===== src/hw/rtl/h2b_pkg.sv =====
// Shared types, status codes and character helpers for the hex to base64 encoder.
`default_nettype none

package h2b_pkg;

   localparam logic [1:0] STATUS_OK       = 2'd0;
   localparam logic [1:0] STATUS_BAD_CHAR = 2'd1;
   localparam logic [1:0] STATUS_ODD_LEN  = 2'd2;

   localparam logic [7:0] PAD_CHAR = 8'd61;   // '='

   typedef enum logic {
      JOB_GROUP,
      JOB_ERROR
   } job_kind_type;

   // One unit of work for the back end: either a 3-byte group to emit as
   // four characters (the last pad_count of them as '='), or one error result.
   typedef struct packed {
      job_kind_type kind;
      logic [23:0]  group;
      logic [1:0]   pad_count;
      logic [1:0]   status;
      logic         eos;
   } job_type;

   // Returns {invalid, nibble}.
   function automatic logic [4:0] hex_decode(input logic [7:0] c);
      logic [4:0] res;
      res = 5'b10000;
      if (c >= 8'd48 && c <= 8'd57) begin
         res = {1'b0, c[3:0]};
      end else if ((c >= 8'd97 && c <= 8'd102) || (c >= 8'd65 && c <= 8'd70)) begin
         res = {1'b0, 4'(c[3:0] + 4'd9)};
      end
      return res;
   endfunction

   function automatic logic [7:0] b64_char(input logic [5:0] v);
      logic [7:0] res;
      if (v < 6'd26) begin
         res = 8'd65 + {2'b00, v};
      end else if (v < 6'd52) begin
         res = 8'd71 + {2'b00, v};
      end else if (v < 6'd62) begin
         res = {2'b00, v} - 8'd4;
      end else if (v == 6'd62) begin
         res = 8'd43;
      end else begin
         res = 8'd47;
      end
      return res;
   endfunction

endpackage

`default_nettype wire


===== src/hw/rtl/h2b_front.sv =====
// Front end: takes hex characters, assembles bytes and groups, queues work for the back end.
`default_nettype none

module h2b_front (
   input  wire logic             clock,
   input  wire logic             reset,
   input  wire logic [7:0]       req_tdata,   // [7:0] hex_char
   input  wire logic             req_tlast,
   input  wire logic             req_tvalid,
   output      logic             req_tready,
   input  wire logic             queue_full,
   output      logic             job_push,
   output      h2b_pkg::job_type job_data
);
   import h2b_pkg::*;

   logic [3:0]  held_nibble_ff, held_nibble_in;
   logic        pending_ff, pending_in;
   logic [15:0] group_bytes_ff, group_bytes_in;
   logic [1:0]  count_ff, count_in;
   logic        bad_ff, bad_in;

   logic        accept;
   logic [4:0]  decoded;
   logic [7:0]  new_byte;
   logic        emit_group;
   logic        parity_after;

   assign req_tready = !queue_full;
   assign accept     = req_tvalid && req_tready;
   assign decoded    = hex_decode(req_tdata);
   assign new_byte   = {held_nibble_ff, decoded[3:0]};
   assign parity_after = !pending_ff;

   always_comb begin
      held_nibble_in = held_nibble_ff;
      group_bytes_in = group_bytes_ff;
      count_in       = count_ff;
      bad_in         = bad_ff;
      pending_in     = parity_after;
      emit_group     = 1'b0;
      job_push       = 1'b0;
      job_data.kind      = JOB_GROUP;
      job_data.group     = {group_bytes_ff, new_byte};
      job_data.pad_count = 2'd0;
      job_data.status    = STATUS_OK;
      job_data.eos       = 1'b0;

      if (!bad_ff) begin
         if (decoded[4]) begin
            bad_in = 1'b1;
         end else if (pending_ff) begin
            if (count_ff >= 2'd2) begin
               emit_group = 1'b1;
               count_in   = 2'd0;
            end else begin
               group_bytes_in = {group_bytes_ff[7:0], new_byte};
               count_in       = 2'(count_ff + 2'd1);
            end
         end else begin
            held_nibble_in = decoded[3:0];
         end
      end
      job_push = emit_group;

      if (req_tlast) begin
         // an odd count wins over an earlier bad character
         if (parity_after) begin
            job_push        = 1'b1;
            job_data.kind   = JOB_ERROR;
            job_data.status = STATUS_ODD_LEN;
            job_data.eos    = 1'b1;
         end else if (bad_in) begin
            job_push        = 1'b1;
            job_data.kind   = JOB_ERROR;
            job_data.status = STATUS_BAD_CHAR;
            job_data.eos    = 1'b1;
         end else if (count_in == 2'd1) begin
            job_push           = 1'b1;
            job_data.group     = {group_bytes_in[7:0], 16'd0};
            job_data.pad_count = 2'd2;
            job_data.eos       = 1'b1;
         end else if (count_in == 2'd2) begin
            job_push           = 1'b1;
            job_data.group     = {group_bytes_in, 8'd0};
            job_data.pad_count = 2'd1;
            job_data.eos       = 1'b1;
         end else begin
            job_data.eos = 1'b1;
         end
         held_nibble_in = 4'd0;
         pending_in     = 1'b0;
         count_in       = 2'd0;
         bad_in         = 1'b0;
      end
      job_push = job_push && accept;
   end

   always_ff @(posedge clock) begin
      if (reset) begin
         held_nibble_ff <= 4'd0;
         pending_ff     <= 1'b0;
         count_ff       <= 2'd0;
         bad_ff         <= 1'b0;
      end else if (accept) begin
         held_nibble_ff <= held_nibble_in;
         pending_ff     <= pending_in;
         count_ff       <= count_in;
         bad_ff         <= bad_in;
      end
   end

   always_ff @(posedge clock) begin
      if (accept) begin
         group_bytes_ff <= group_bytes_in;
      end
   end

endmodule

`default_nettype wire


===== src/hw/rtl/h2b_fifo.sv =====
// Small job queue between the front and back ends.
`default_nettype none

module h2b_fifo #(
   parameter int DEPTH = 4
) (
   input  wire logic             clock,
   input  wire logic             reset,
   input  wire logic             push,
   input  wire h2b_pkg::job_type push_data,
   input  wire logic             pop,
   output      logic             full,
   output      logic             empty,
   output      h2b_pkg::job_type head
);
   import h2b_pkg::*;

   localparam int PW = (DEPTH > 1) ? $clog2(DEPTH) : 1;
   localparam int CW = $clog2(DEPTH + 1);

   job_type        entries_ff [DEPTH];
   logic [PW-1:0]  wr_ptr_ff, wr_ptr_in;
   logic [PW-1:0]  rd_ptr_ff, rd_ptr_in;
   logic [CW-1:0]  count_ff, count_in;
   logic           do_push, do_pop;

   assign full    = (count_ff == CW'(DEPTH));
   assign empty   = (count_ff == '0);
   assign head    = entries_ff[rd_ptr_ff];
   assign do_push = push && !full;
   assign do_pop  = pop && !empty;

   always_comb begin
      wr_ptr_in = wr_ptr_ff;
      rd_ptr_in = rd_ptr_ff;
      count_in  = count_ff;
      if (do_push) begin
         wr_ptr_in = (wr_ptr_ff == PW'(DEPTH - 1)) ? '0 : PW'(wr_ptr_ff + 1'b1);
      end
      if (do_pop) begin
         rd_ptr_in = (rd_ptr_ff == PW'(DEPTH - 1)) ? '0 : PW'(rd_ptr_ff + 1'b1);
      end
      if (do_push && !do_pop) begin
         count_in = CW'(count_ff + 1'b1);
      end else if (do_pop && !do_push) begin
         count_in = CW'(count_ff - 1'b1);
      end
   end

   always_ff @(posedge clock) begin
      if (reset) begin
         wr_ptr_ff <= '0;
         rd_ptr_ff <= '0;
         count_ff  <= '0;
      end else begin
         wr_ptr_ff <= wr_ptr_in;
         rd_ptr_ff <= rd_ptr_in;
         count_ff  <= count_in;
      end
   end

   always_ff @(posedge clock) begin
      if (do_push) begin
         entries_ff[wr_ptr_ff] <= push_data;
      end
   end

endmodule

`default_nettype wire


===== src/hw/rtl/h2b_back.sv =====
// Back end: jobs to base64 characters, one per cycle unless stalled, through an output register.
`default_nettype none

module h2b_back (
   input  wire logic             clock,
   input  wire logic             reset,
   input  wire logic             job_empty,
   input  wire h2b_pkg::job_type job_head,
   output      logic             job_pop,
   output      logic [7:0]       rsp_tdata,   // [7:0] out_char
   output      logic [1:0]       rsp_tuser,   // [1:0] status
   output      logic             rsp_tlast,
   output      logic             rsp_tvalid,
   input  wire logic             rsp_tready
);
   import h2b_pkg::*;

   logic [1:0] idx_ff, idx_in;
   logic       valid_ff;
   logic [7:0] char_ff, char_in;
   logic [1:0] status_ff, status_in;
   logic       last_ff, last_in;
   logic       load;
   logic       produce;
   logic [5:0] sextet;

   assign load    = !valid_ff || rsp_tready;
   assign produce = load && !job_empty;

   always_comb begin
      unique case (idx_ff)
         2'd0: sextet = job_head.group[23:18];
         2'd1: sextet = job_head.group[17:12];
         2'd2: sextet = job_head.group[11:6];
         2'd3: sextet = job_head.group[5:0];
         default: sextet = job_head.group[5:0];
      endcase
   end

   always_comb begin
      char_in   = b64_char(sextet);
      status_in = STATUS_OK;
      last_in   = 1'b0;
      idx_in    = 2'(idx_ff + 2'd1);
      job_pop   = 1'b0;
      unique case (job_head.kind)
         JOB_ERROR: begin
            char_in   = 8'd0;
            status_in = job_head.status;
            last_in   = 1'b1;
            idx_in    = 2'd0;
            job_pop   = produce;
         end
         JOB_GROUP: begin
            // trailing characters of a short final group are padding
            if (3'({1'b0, idx_ff}) + 3'({1'b0, job_head.pad_count}) > 3'd3) begin
               char_in = PAD_CHAR;
            end
            if (idx_ff == 2'd3) begin
               last_in = job_head.eos;
               idx_in  = 2'd0;
               job_pop = produce;
            end
         end
         default: begin
            job_pop = produce;
         end
      endcase
   end

   always_ff @(posedge clock) begin
      if (reset) begin
         idx_ff   <= 2'd0;
         valid_ff <= 1'b0;
      end else if (load) begin
         valid_ff <= !job_empty;
         if (produce) begin
            idx_ff <= idx_in;
         end
      end
   end

   always_ff @(posedge clock) begin
      if (produce) begin
         char_ff   <= char_in;
         status_ff <= status_in;
         last_ff   <= last_in;
      end
   end

   assign rsp_tvalid = valid_ff;
   assign rsp_tdata  = char_ff;
   assign rsp_tuser  = status_ff;
   assign rsp_tlast  = last_ff;

endmodule

`default_nettype wire


===== src/hw/rtl/hex_to_base64_stream.sv =====
// Top level of the hex to base64 stream encoder.
// Encodes a string of ASCII hex digits (either case, tlast on the final one) into standard
// base64 with '=' padding. One character is accepted per cycle while the job queue has room;
// every third completed byte queues a 4-character group, which the output stage sends at one
// character per cycle while rsp_tready is high, so six hex digits in match four characters out
// and a steady input stream runs at one item per cycle while the output is not stalled. The
// first result of a job passes through the job queue and then the output register after the
// completing input is accepted. A string with an odd length or a non-hex character ends with
// a single result whose tuser carries the error status (odd length wins), tdata 0 and tlast
// set; groups sent earlier in that string stand. Every string ends with a result that has
// tlast set.
`default_nettype none

module hex_to_base64_stream #(
   parameter int QUEUE_DEPTH = 4
) (
   input  wire logic       clock,
   input  wire logic       reset,
   input  wire logic [7:0] req_tdata,   // [7:0] hex_char
   input  wire logic       req_tlast,   // is_last
   input  wire logic       req_tvalid,
   output      logic       req_tready,
   output      logic [7:0] rsp_tdata,   // [7:0] out_char
   output      logic [1:0] rsp_tuser,   // [1:0] status
   output      logic       rsp_tlast,   // end_of_string
   output      logic       rsp_tvalid,
   input  wire logic       rsp_tready
);
   import h2b_pkg::*;

   logic    queue_full;
   logic    queue_empty;
   logic    job_push;
   logic    job_pop;
   job_type job_in;
   job_type job_head;

   h2b_front u_front (
      .clock      (clock),
      .reset      (reset),
      .req_tdata  (req_tdata),
      .req_tlast  (req_tlast),
      .req_tvalid (req_tvalid),
      .req_tready (req_tready),
      .queue_full (queue_full),
      .job_push   (job_push),
      .job_data   (job_in)
   );

   h2b_fifo #(
      .DEPTH (QUEUE_DEPTH)
   ) u_queue (
      .clock     (clock),
      .reset     (reset),
      .push      (job_push),
      .push_data (job_in),
      .pop       (job_pop),
      .full      (queue_full),
      .empty     (queue_empty),
      .head      (job_head)
   );

   h2b_back u_back (
      .clock      (clock),
      .reset      (reset),
      .job_empty  (queue_empty),
      .job_head   (job_head),
      .job_pop    (job_pop),
      .rsp_tdata  (rsp_tdata),
      .rsp_tuser  (rsp_tuser),
      .rsp_tlast  (rsp_tlast),
      .rsp_tvalid (rsp_tvalid),
      .rsp_tready (rsp_tready)
   );

endmodule

`default_nettype wire


===== config.mk =====
export PLATFORM = sky130hd
export DESIGN_NAME = hex_to_base64_stream
export DESIGN_NICKNAME = d
export VERILOG_FILES = /design/src/hw/rtl/h2b_pkg.sv /design/src/hw/rtl/h2b_front.sv /design/src/hw/rtl/h2b_fifo.sv /design/src/hw/rtl/h2b_back.sv /design/src/hw/rtl/hex_to_base64_stream.sv
export SDC_FILE = /design/constraint.sdc
export NUM_CORES = 1
export LEC_CHECK = 0
export ABC_AREA = 1
export BUFFER_PORTS_ARGS = -buffer_cell sky130_fd_sc_hd__buf_4
export CELL_PAD_IN_SITES_DETAIL_PLACEMENT = 0
export CELL_PAD_IN_SITES_GLOBAL_PLACEMENT = 1
export CORE_MARGIN = 2
export CORE_UTILIZATION = 27
export CTS_BUF_LIST = sky130_fd_sc_hd__clkbuf_4 sky130_fd_sc_hd__clkbuf_8
export CTS_CLUSTER_DIAMETER = 100
export CTS_CLUSTER_SIZE = 12
export DETAILED_ROUTE_END_ITERATION = 6
export PLACE_DENSITY_LB_ADDON = 0.2
export SLEW_MARGIN = 10
export SYNTH_ARGS = -nofsm -noshare
export SYNTH_HDL_FRONTEND = slang
export SYNTH_HIERARCHICAL = 1
export SYNTH_SLANG_ARGS = --single-unit

===== constraint.sdc =====
create_clock -name clock -period 7.4 [get_ports clock]
set_input_delay 0.74 -clock clock [delete_from_list [all_inputs] [get_ports clock]]
set_output_delay 0.74 -clock clock [all_outputs]
set_load 0.01 [all_outputs]

; ---- Word level (Yosys, flattened, before mapping)
; Memory sizes are Yosys's and may differ from the RTL's. A register that Yosys moved wholly into a read port is not among the register bits.
; Index checks and enable logic that the tools add are counted.
[word_totals]
reg_bits = 45
ram_bits = 120
out_inout_bits = 13
mem_count = 1
[memory_table]
columns = name, words, word_bits, read_ports, rd_clocked_by_memory_dff, wr, line
row1 = u_queue.entries_ff, 4, 30, 1, 1, 1, h2b_fifo.sv:21  ; job_type entries_ff [DEPTH];
[classes]
addsub = 11
order_cmp = 11
n_eq_ne = 12
n_mux = 58
n_bitwise = 1
reduce_logical = 23
[ops]
columns = operator, n
row1 = $mux W26, 4
row2 = $mux W16, 4
row3 = $mux W8, 4
row4 = $mux W30, 1
row5 = $pmux W6 S4, 1
row6 = $mux W1, 20
row7 = $mux W2, 10
row8 = $add A7 B6 Y8 const A, 2
row9 = $ge A8 B7 Y1 const B, 2
row10 = $le A8 B7 Y1 const B, 2
row11 = $mux W4, 4
row12 = $pmux W8 S2, 1
row13 = $lt A6 B6 Y1 const B, 2
row14 = $mux W3, 4
row15 = $eq A2 B2 Y1 const B, 5
row16 = $logic_and A1 B1 Y1, 10
row17 = $mux W5, 2
row18 = $add A2 B1 Y2 const B, 4
row19 = $ge A8 B6 Y1 const B, 1
row20 = $le A8 B6 Y1 const B, 1
row21 = $sub A6 B3 Y7 const B, 1
row22 = $eq A6 B6 Y1 const B, 1
row23 = $logic_not A1 Y1, 6
row24 = $lt A6 B5 Y1 const B, 1
row25 = 18 further kinds, 23

; ---- Logic depth before layout (Yosys ltp)
[logic_depth]
ltp_word = 19
mapped_depth = 20
ltp_nobuf = 20

; ---- Hierarchy
; The synthesis kept the hierarchy.
[modules_own_cells]
columns = mod, n_inst, cells_per_inst, area_per_inst_um2, seq_area_each_um2
row1 = h2b_fifo, 1, 362, 5001.0, 3783.6
row2 = h2b_front, 1, 254, 1894.3, 640.6
row3 = h2b_back, 1, 167, 1207.4, 390.4

; ---- Least setup slack after synthesis
; Ideal clock, no wire load.
[synth_path]
kind = input to register
startpoint = in req_tdata[1]
endpoint = mem u_queue/entries_ff[0][0] in the netlist's numbering (enable)
t_arrival_ps = 3154
required_ps = 6983
slack_ps = 3829
path_stages = 10
path_buffers = 0
cell_sequence = inv_1 ha_1 nand2_1 nand3_1 nand2_2 nand2_4 nand3_1 a21oi_1 nand2_1 nor2_1
[synth_via]
elab_chain_len = 17
word_cells_on_any_way = 29
[synth_lines]
columns = item, line
row1 = "start, declared", hex_to_base64_stream.sv:19  ; input wire logic [7:0] req_tdata,
row2 = $ge A8 B7 Y1 / $le A8 B7 Y1 (equally long branches), h2b_pkg.sv:33  ; end else if ((c >= 8'd97 && c <= 8'd102) || (c >= 8'd65 && c <= 8'd70)) begin
row3 = $logic_and A1 B1 Y1, h2b_pkg.sv:33
row4 = $logic_or A1 B1 Y1, h2b_pkg.sv:33
row5 = $mux W5, h2b_pkg.sv:33
row6 = $mux W5 *, h2b_pkg.sv:31  ; if (c >= 8'd48 && c <= 8'd57) begin
row7 = $mux W2, h2b_front.sv:50  ; if (decoded[4]) begin
row8 = $mux W2, h2b_front.sv:49  ; if (!bad_ff) begin
row9 = $eq A2 B2 Y1, h2b_front.sv:83  ; end else if (count_in == 2'd2) begin
row10 = [... 2 more ...], n/a
row11 = $mux W1, h2b_front.sv:73  ; end else if (bad_in) begin
row12 = $mux W1, h2b_front.sv:68  ; if (parity_after) begin
row13 = $mux W1 *, h2b_front.sv:66  ; if (req_tlast) begin
row14 = $logic_and A1 B1 Y1 *, h2b_front.sv:96  ; job_push = job_push && accept;
row15 = named net job_push, hex_to_base64_stream.sv:33  ; logic job_push;
row16 = $logic_and A1 B1 Y1 *, h2b_fifo.sv:30  ; assign do_push = push && !full;
row17 = $mux W1 *, h2b_fifo.sv:63  ; if (do_push) begin
row18 = $mux W1 (not written as such) *, h2b_fifo.sv:64  ; entries_ff[wr_ptr_ff] <= push_data;
row19 = "end, declared", h2b_fifo.sv:21
; The timed path passes the listed nets; every way through them passes the cells marked *.

==> results by stage <==
Setup path:
- The register-to-register setup slack is 3.98 ns.
- The maximum single-stage delay on the critical path is 0.50 ns.
- The kind of end point of the critical path is a register.
- The worst setup path is of the reg2reg kind.
- Broken down by cell family, the worst path's largest delay share belongs to buffers and inverters.
- The startpoint type of the worst setup path is a register.
- Data arrives at the worst endpoint at 3.76 ns.
- The most repeated library cell on the critical path is nor2_1.
- The highest fanout seen on the critical path is 31.
- In this run the critical register-to-register path is captured at u_queue/count_ff[1].
- The critical path contains buffers and inverters numbering 4 combined.
- The slowest stage of the critical path is the o22ai_1 cell.
- For the worst flop-to-flop path, the logic depth is 13.
- The required arrival time at the worst endpoint is 7.74 ns.
- The signal on the critical path passes through buf_4 > inv_1 > buf_4 > o21ai_1 > o22ai_1 > nor2_1 > nor2_1 > nand2_1 > ha_1 > inv_1 > fa_1 > o21ai_0 > nor2_1.

Global routing:
- The aggregate global-route resource usage is about an eighth.
- The number of antenna violations at the first check in global routing was 0.
- The global route total overflow is 0.
- The via count of the first global-routing pass is 5266.
- Entering global routing, the biggest net connects roughly 60 pins.
- The first global-routing pass estimated ~30000 um of wire.

Logic synthesis:
- Yosys mapped a number of flops with a built-in enable equal to 147.
- The netlist uses 47 different library cells.
- In the synthesized netlist the async set-or-reset flop fraction comes to 0%.
- The most common flop cell mapped by yosys is edfxtp_1.
- The number of nets handed over by synthesis was approximately 800.
- The area of the mapped netlist is 8100 sq um.
- The synthesis warning total is 6.
- For this run, the register share of the synthesized area comes to between 50 and 60%.
- Each instance of the synthesized netlist takes up on average about 10 sq um.
- Synthesis produced a netlist whose cell count is a little under 800.
- In this run, synthesis produced a sequential element count of ~170.

Detailed routing:
- The total wire length after detailed routing is approximately 19000 um.
- The number of DRC markers after the initial detailed-route iteration is between 300 and 400.
- The overall via count from detail_route is roughly 5400.
- The remaining antenna violation count is 0.
- The via density per instance is between 4 and 5.
- For this run, the detailed router's first-pass iteration total came to 5.
- After detailed routing, the number of remaining DRC violations is 0.
- After detailed routing, the average wire length per cell comes to 16.1 um.

Power and ir drop:
- Across the VDD grid, the largest voltage drop is 129 uV.
- Summed over all cells, the static leakage comes to 0.00339 uW.
- The power per cell area is between 300 and 400 nW/um^2.

Final layout:
- The top cell types in the final layout, fill and taps aside, are edfxtp_1 (147), nand2_1 (134), nor2_1 (103).
- After filler insertion, the fill cell instance count of the layout stands at between 3000 and 4000.
- Leaving out fill and tap cells, the most frequent cell in the layout is edfxtp_1.
- The antenna diode instance count is 0.
- The register cell area after layout is slightly below 5000 sq um.
- From synthesis to final layout, the design area changed by 10.8%.
- At the end of the flow, the number of nets in the layout was about 830.
- Summing all multi-input logic gate instances after layout gives 2750 sq um.
- The fraction of final layout cells with drive strength greater than 1 is about 16%.

STA:
- For the finished layout, the period the worst path requires is between 3 and 4 ns.
- The max-slew violation total from the final report was 0.
- Across all hold checks on the routed design, the worst slack comes to 0.488 ns.
- Setup repair after global routing left no endpoint under its margin.
- The period utilization is ~46%.
- Across the routed clock network, the largest skew measured is between 0.015 and 0.02 ns.
- Static timing analysis puts the maximum clock frequency at 0.292 GHz.
- The transition time of the tightest slew-check pin is about 1.1 ns.
- The count of endpoints failing hold in the final timing report came to 0.
- The worst pin sits at a relative slew slack of between 20% and 30%.
- Setup violations remaining at the end of the flow were counted as 0.
- The setup TNS is 0 ns.

Floorplan:
- From bottom edge to top edge, the die measures between 150 and 200 um.
- After floorplanning, the core was sized to cover 29600 sq um.
- For this configuration, the core starts out at a cell density of between 20% and 30%.
- In this run the count of I/O pins placed on the die edge is 26.
- The initialized floorplan defines between 60 and 70 standard-cell rows.
- The floorplan step defined a die boundary enclosing about 31000 sq um.
- The horizontal die dimension is roughly 180 um.

Clock tree:
- The number of buffers inserted during clock tree synthesis is 17.
- The TritonCTS clock tree is done.
- After clock tree synthesis, the flow added hold-fix buffers numbering 0.
- The clock passes through at most 2 buffers.
- The latest clock arrival within the worst-skew pair is approximately 0.45 ns.
- In this run the clock root is driven by a clkbuf_8.
- After clock tree synthesis, the repair step resized 0 gates.
- The number of sinks handled by clock tree synthesis is around 170.
- CTS built an H-tree with a depth of 4.
- The clock transition at the registers of the reported paths is roughly 0.09 ns.
- In this run the post-CTS setup repair buffer count came out at 0.

Worst hold path:
- Counting instances, the worst hold path has a depth of 2.
- The worst hold path endpoint is u_front/held_nibble_ff[1].
- The type of the worst min-delay path is reg2reg.
- The startpoint identified for the worst hold timing path is u_front/held_nibble_ff[1].

Place:
- The count of input and output buffers is 25.
- The placer congestion estimate is ~0.78.
- Detailed placement finished with a half-perimeter wire length of 13100 um.

Status:
- The run finished with clean final reports.

Job:
- Max-cap violations in this run came to 0.
-- synth_stat cells (6+ instances only) --
cell type  number  share of area, %
edfxtp_1      147                54
nand2_1       134               6.2
nor2_1        107               5.0
inv_1          73               3.4
o21ai_0        40               2.5
nand3_1        36               2.2
o21ai_1        32               2.0
o22ai_1        30               2.3
nand2_2        24               1.9
dfxtp_1        20               4.9
a21oi_1        19               1.2
buf_6          17               2.4
ha_1           16               2.5
a22oi_1         7              0.65
o21ai_2         7              0.76
buf_2           6              0.37
nor2_2          6              0.46
-- report_power, final --
group          internal (uW)  switching [uW]  leakage (uW)  total, uW
clock network            312             346      0.000188        658
registers               1230            74.8       0.00152       1300
logic                    503            1010       0.00169       1520
total                   2040            1430       0.00339       3480
-- layout make-up --
cell class | count | area share, %
Inverter | 81 | 3.51
Clock inverter | 13 | 1.66
Tap cell | 390 | 5.43
Multi-Input combinational cell | 507 | 30.6
Clock buffer | 19 | 2.77
Timing Repair Buffer | 28 | 2.34
Sequential cell | 167 | 53.6
-- layer usage --
layer  share of wire [%]  up-vias  routed length [um]  track usage (%)
met4                 1.2        0                 240             3.72
met1                  49     2561                9470             17.9
met2                  48       65                9200             20.6
met3                 2.3       15                 447             2.26
met5                   0        -                   0                0
li1                    -     2716                   -                -
-- per-stage QoR --
step	std cells	cell area, sq um	power (uW)	setup WS (ns)	util (%)
4_1_cts	1205	8970	3540	3.90	30.4
3_3_place_gp	1173	8580	2880	3.78	29.0
5_1_grt	1205	8980	3770	3.61	30.4
3_5_place_dp	1173	8580	2870	3.69	29.0
2_1_floorplan	783	8100	2470	3.83	-
6_report	1205	8980	3480	3.98	30.4
-- worst max-delay path by stage --
stage	startpoint	to	slack, ns	depth (start not counted)
2_1_floorplan	req_tdata[1]	u_queue/entries_ff[0][0]	3.83	10
3_3_place_gp	req_tdata[1]	u_queue/entries_ff[3][8]	3.78	11
3_5_place_dp	req_tdata[1]	u_queue/entries_ff[0][5]	3.69	11
4_1_cts	register	u_queue/count_ff[1]	3.90	13
5_1_grt	register	u_queue/count_ff[1]	3.61	13
6_report	register	u_queue/count_ff[1]	3.98	13
-- sequential cells by signal, summed over array words and instances, names as in the netlist, named ones only --
name	cells
u_front/pending_ff	1
u_queue/count_ff	3
u_queue/entries_ff	120
u_front/group_bytes_ff	16
u_back/rsp_tuser	2
u_front/bad_ff	1
u_front/held_nibble_ff	4
u_back/rsp_tlast	1
u_queue/rd_ptr_ff	2
u_back/rsp_tvalid	1
u_back/rsp_tdata	8
u_back/idx_ff	2
u_queue/wr_ptr_ff	2
u_front/count_ff	2
-- worst reg2reg max path, cell delays in order, from the launching register on --
cell	delay (ns)
dfxtp_1	0.31
buf_4	0.24
inv_1	0.44
buf_4	0.33
o21ai_1	0.10
o22ai_1	0.50
nor2_1	0.12
nor2_1	0.22
nand2_1	0.15
ha_1	0.22
inv_1	0.08
fa_1	0.40
o21ai_0	0.16
nor2_1	0.05
-- cell families after synthesis --
kind of cell | count (synthesis) | synth area share [%]
other | 1 | 0.0463
flip-flops | 167 | 59.4
AO/OA/AOI/OAI | 154 | 11.8
AND/OR/NAND/NOR | 331 | 18.6
buffers and inverters | 109 | 7.04
XOR/XNOR | 4 | 0.432
adder cells (fa/ha/maj) | 17 | 2.72
(Power assumes the default switching activity.)
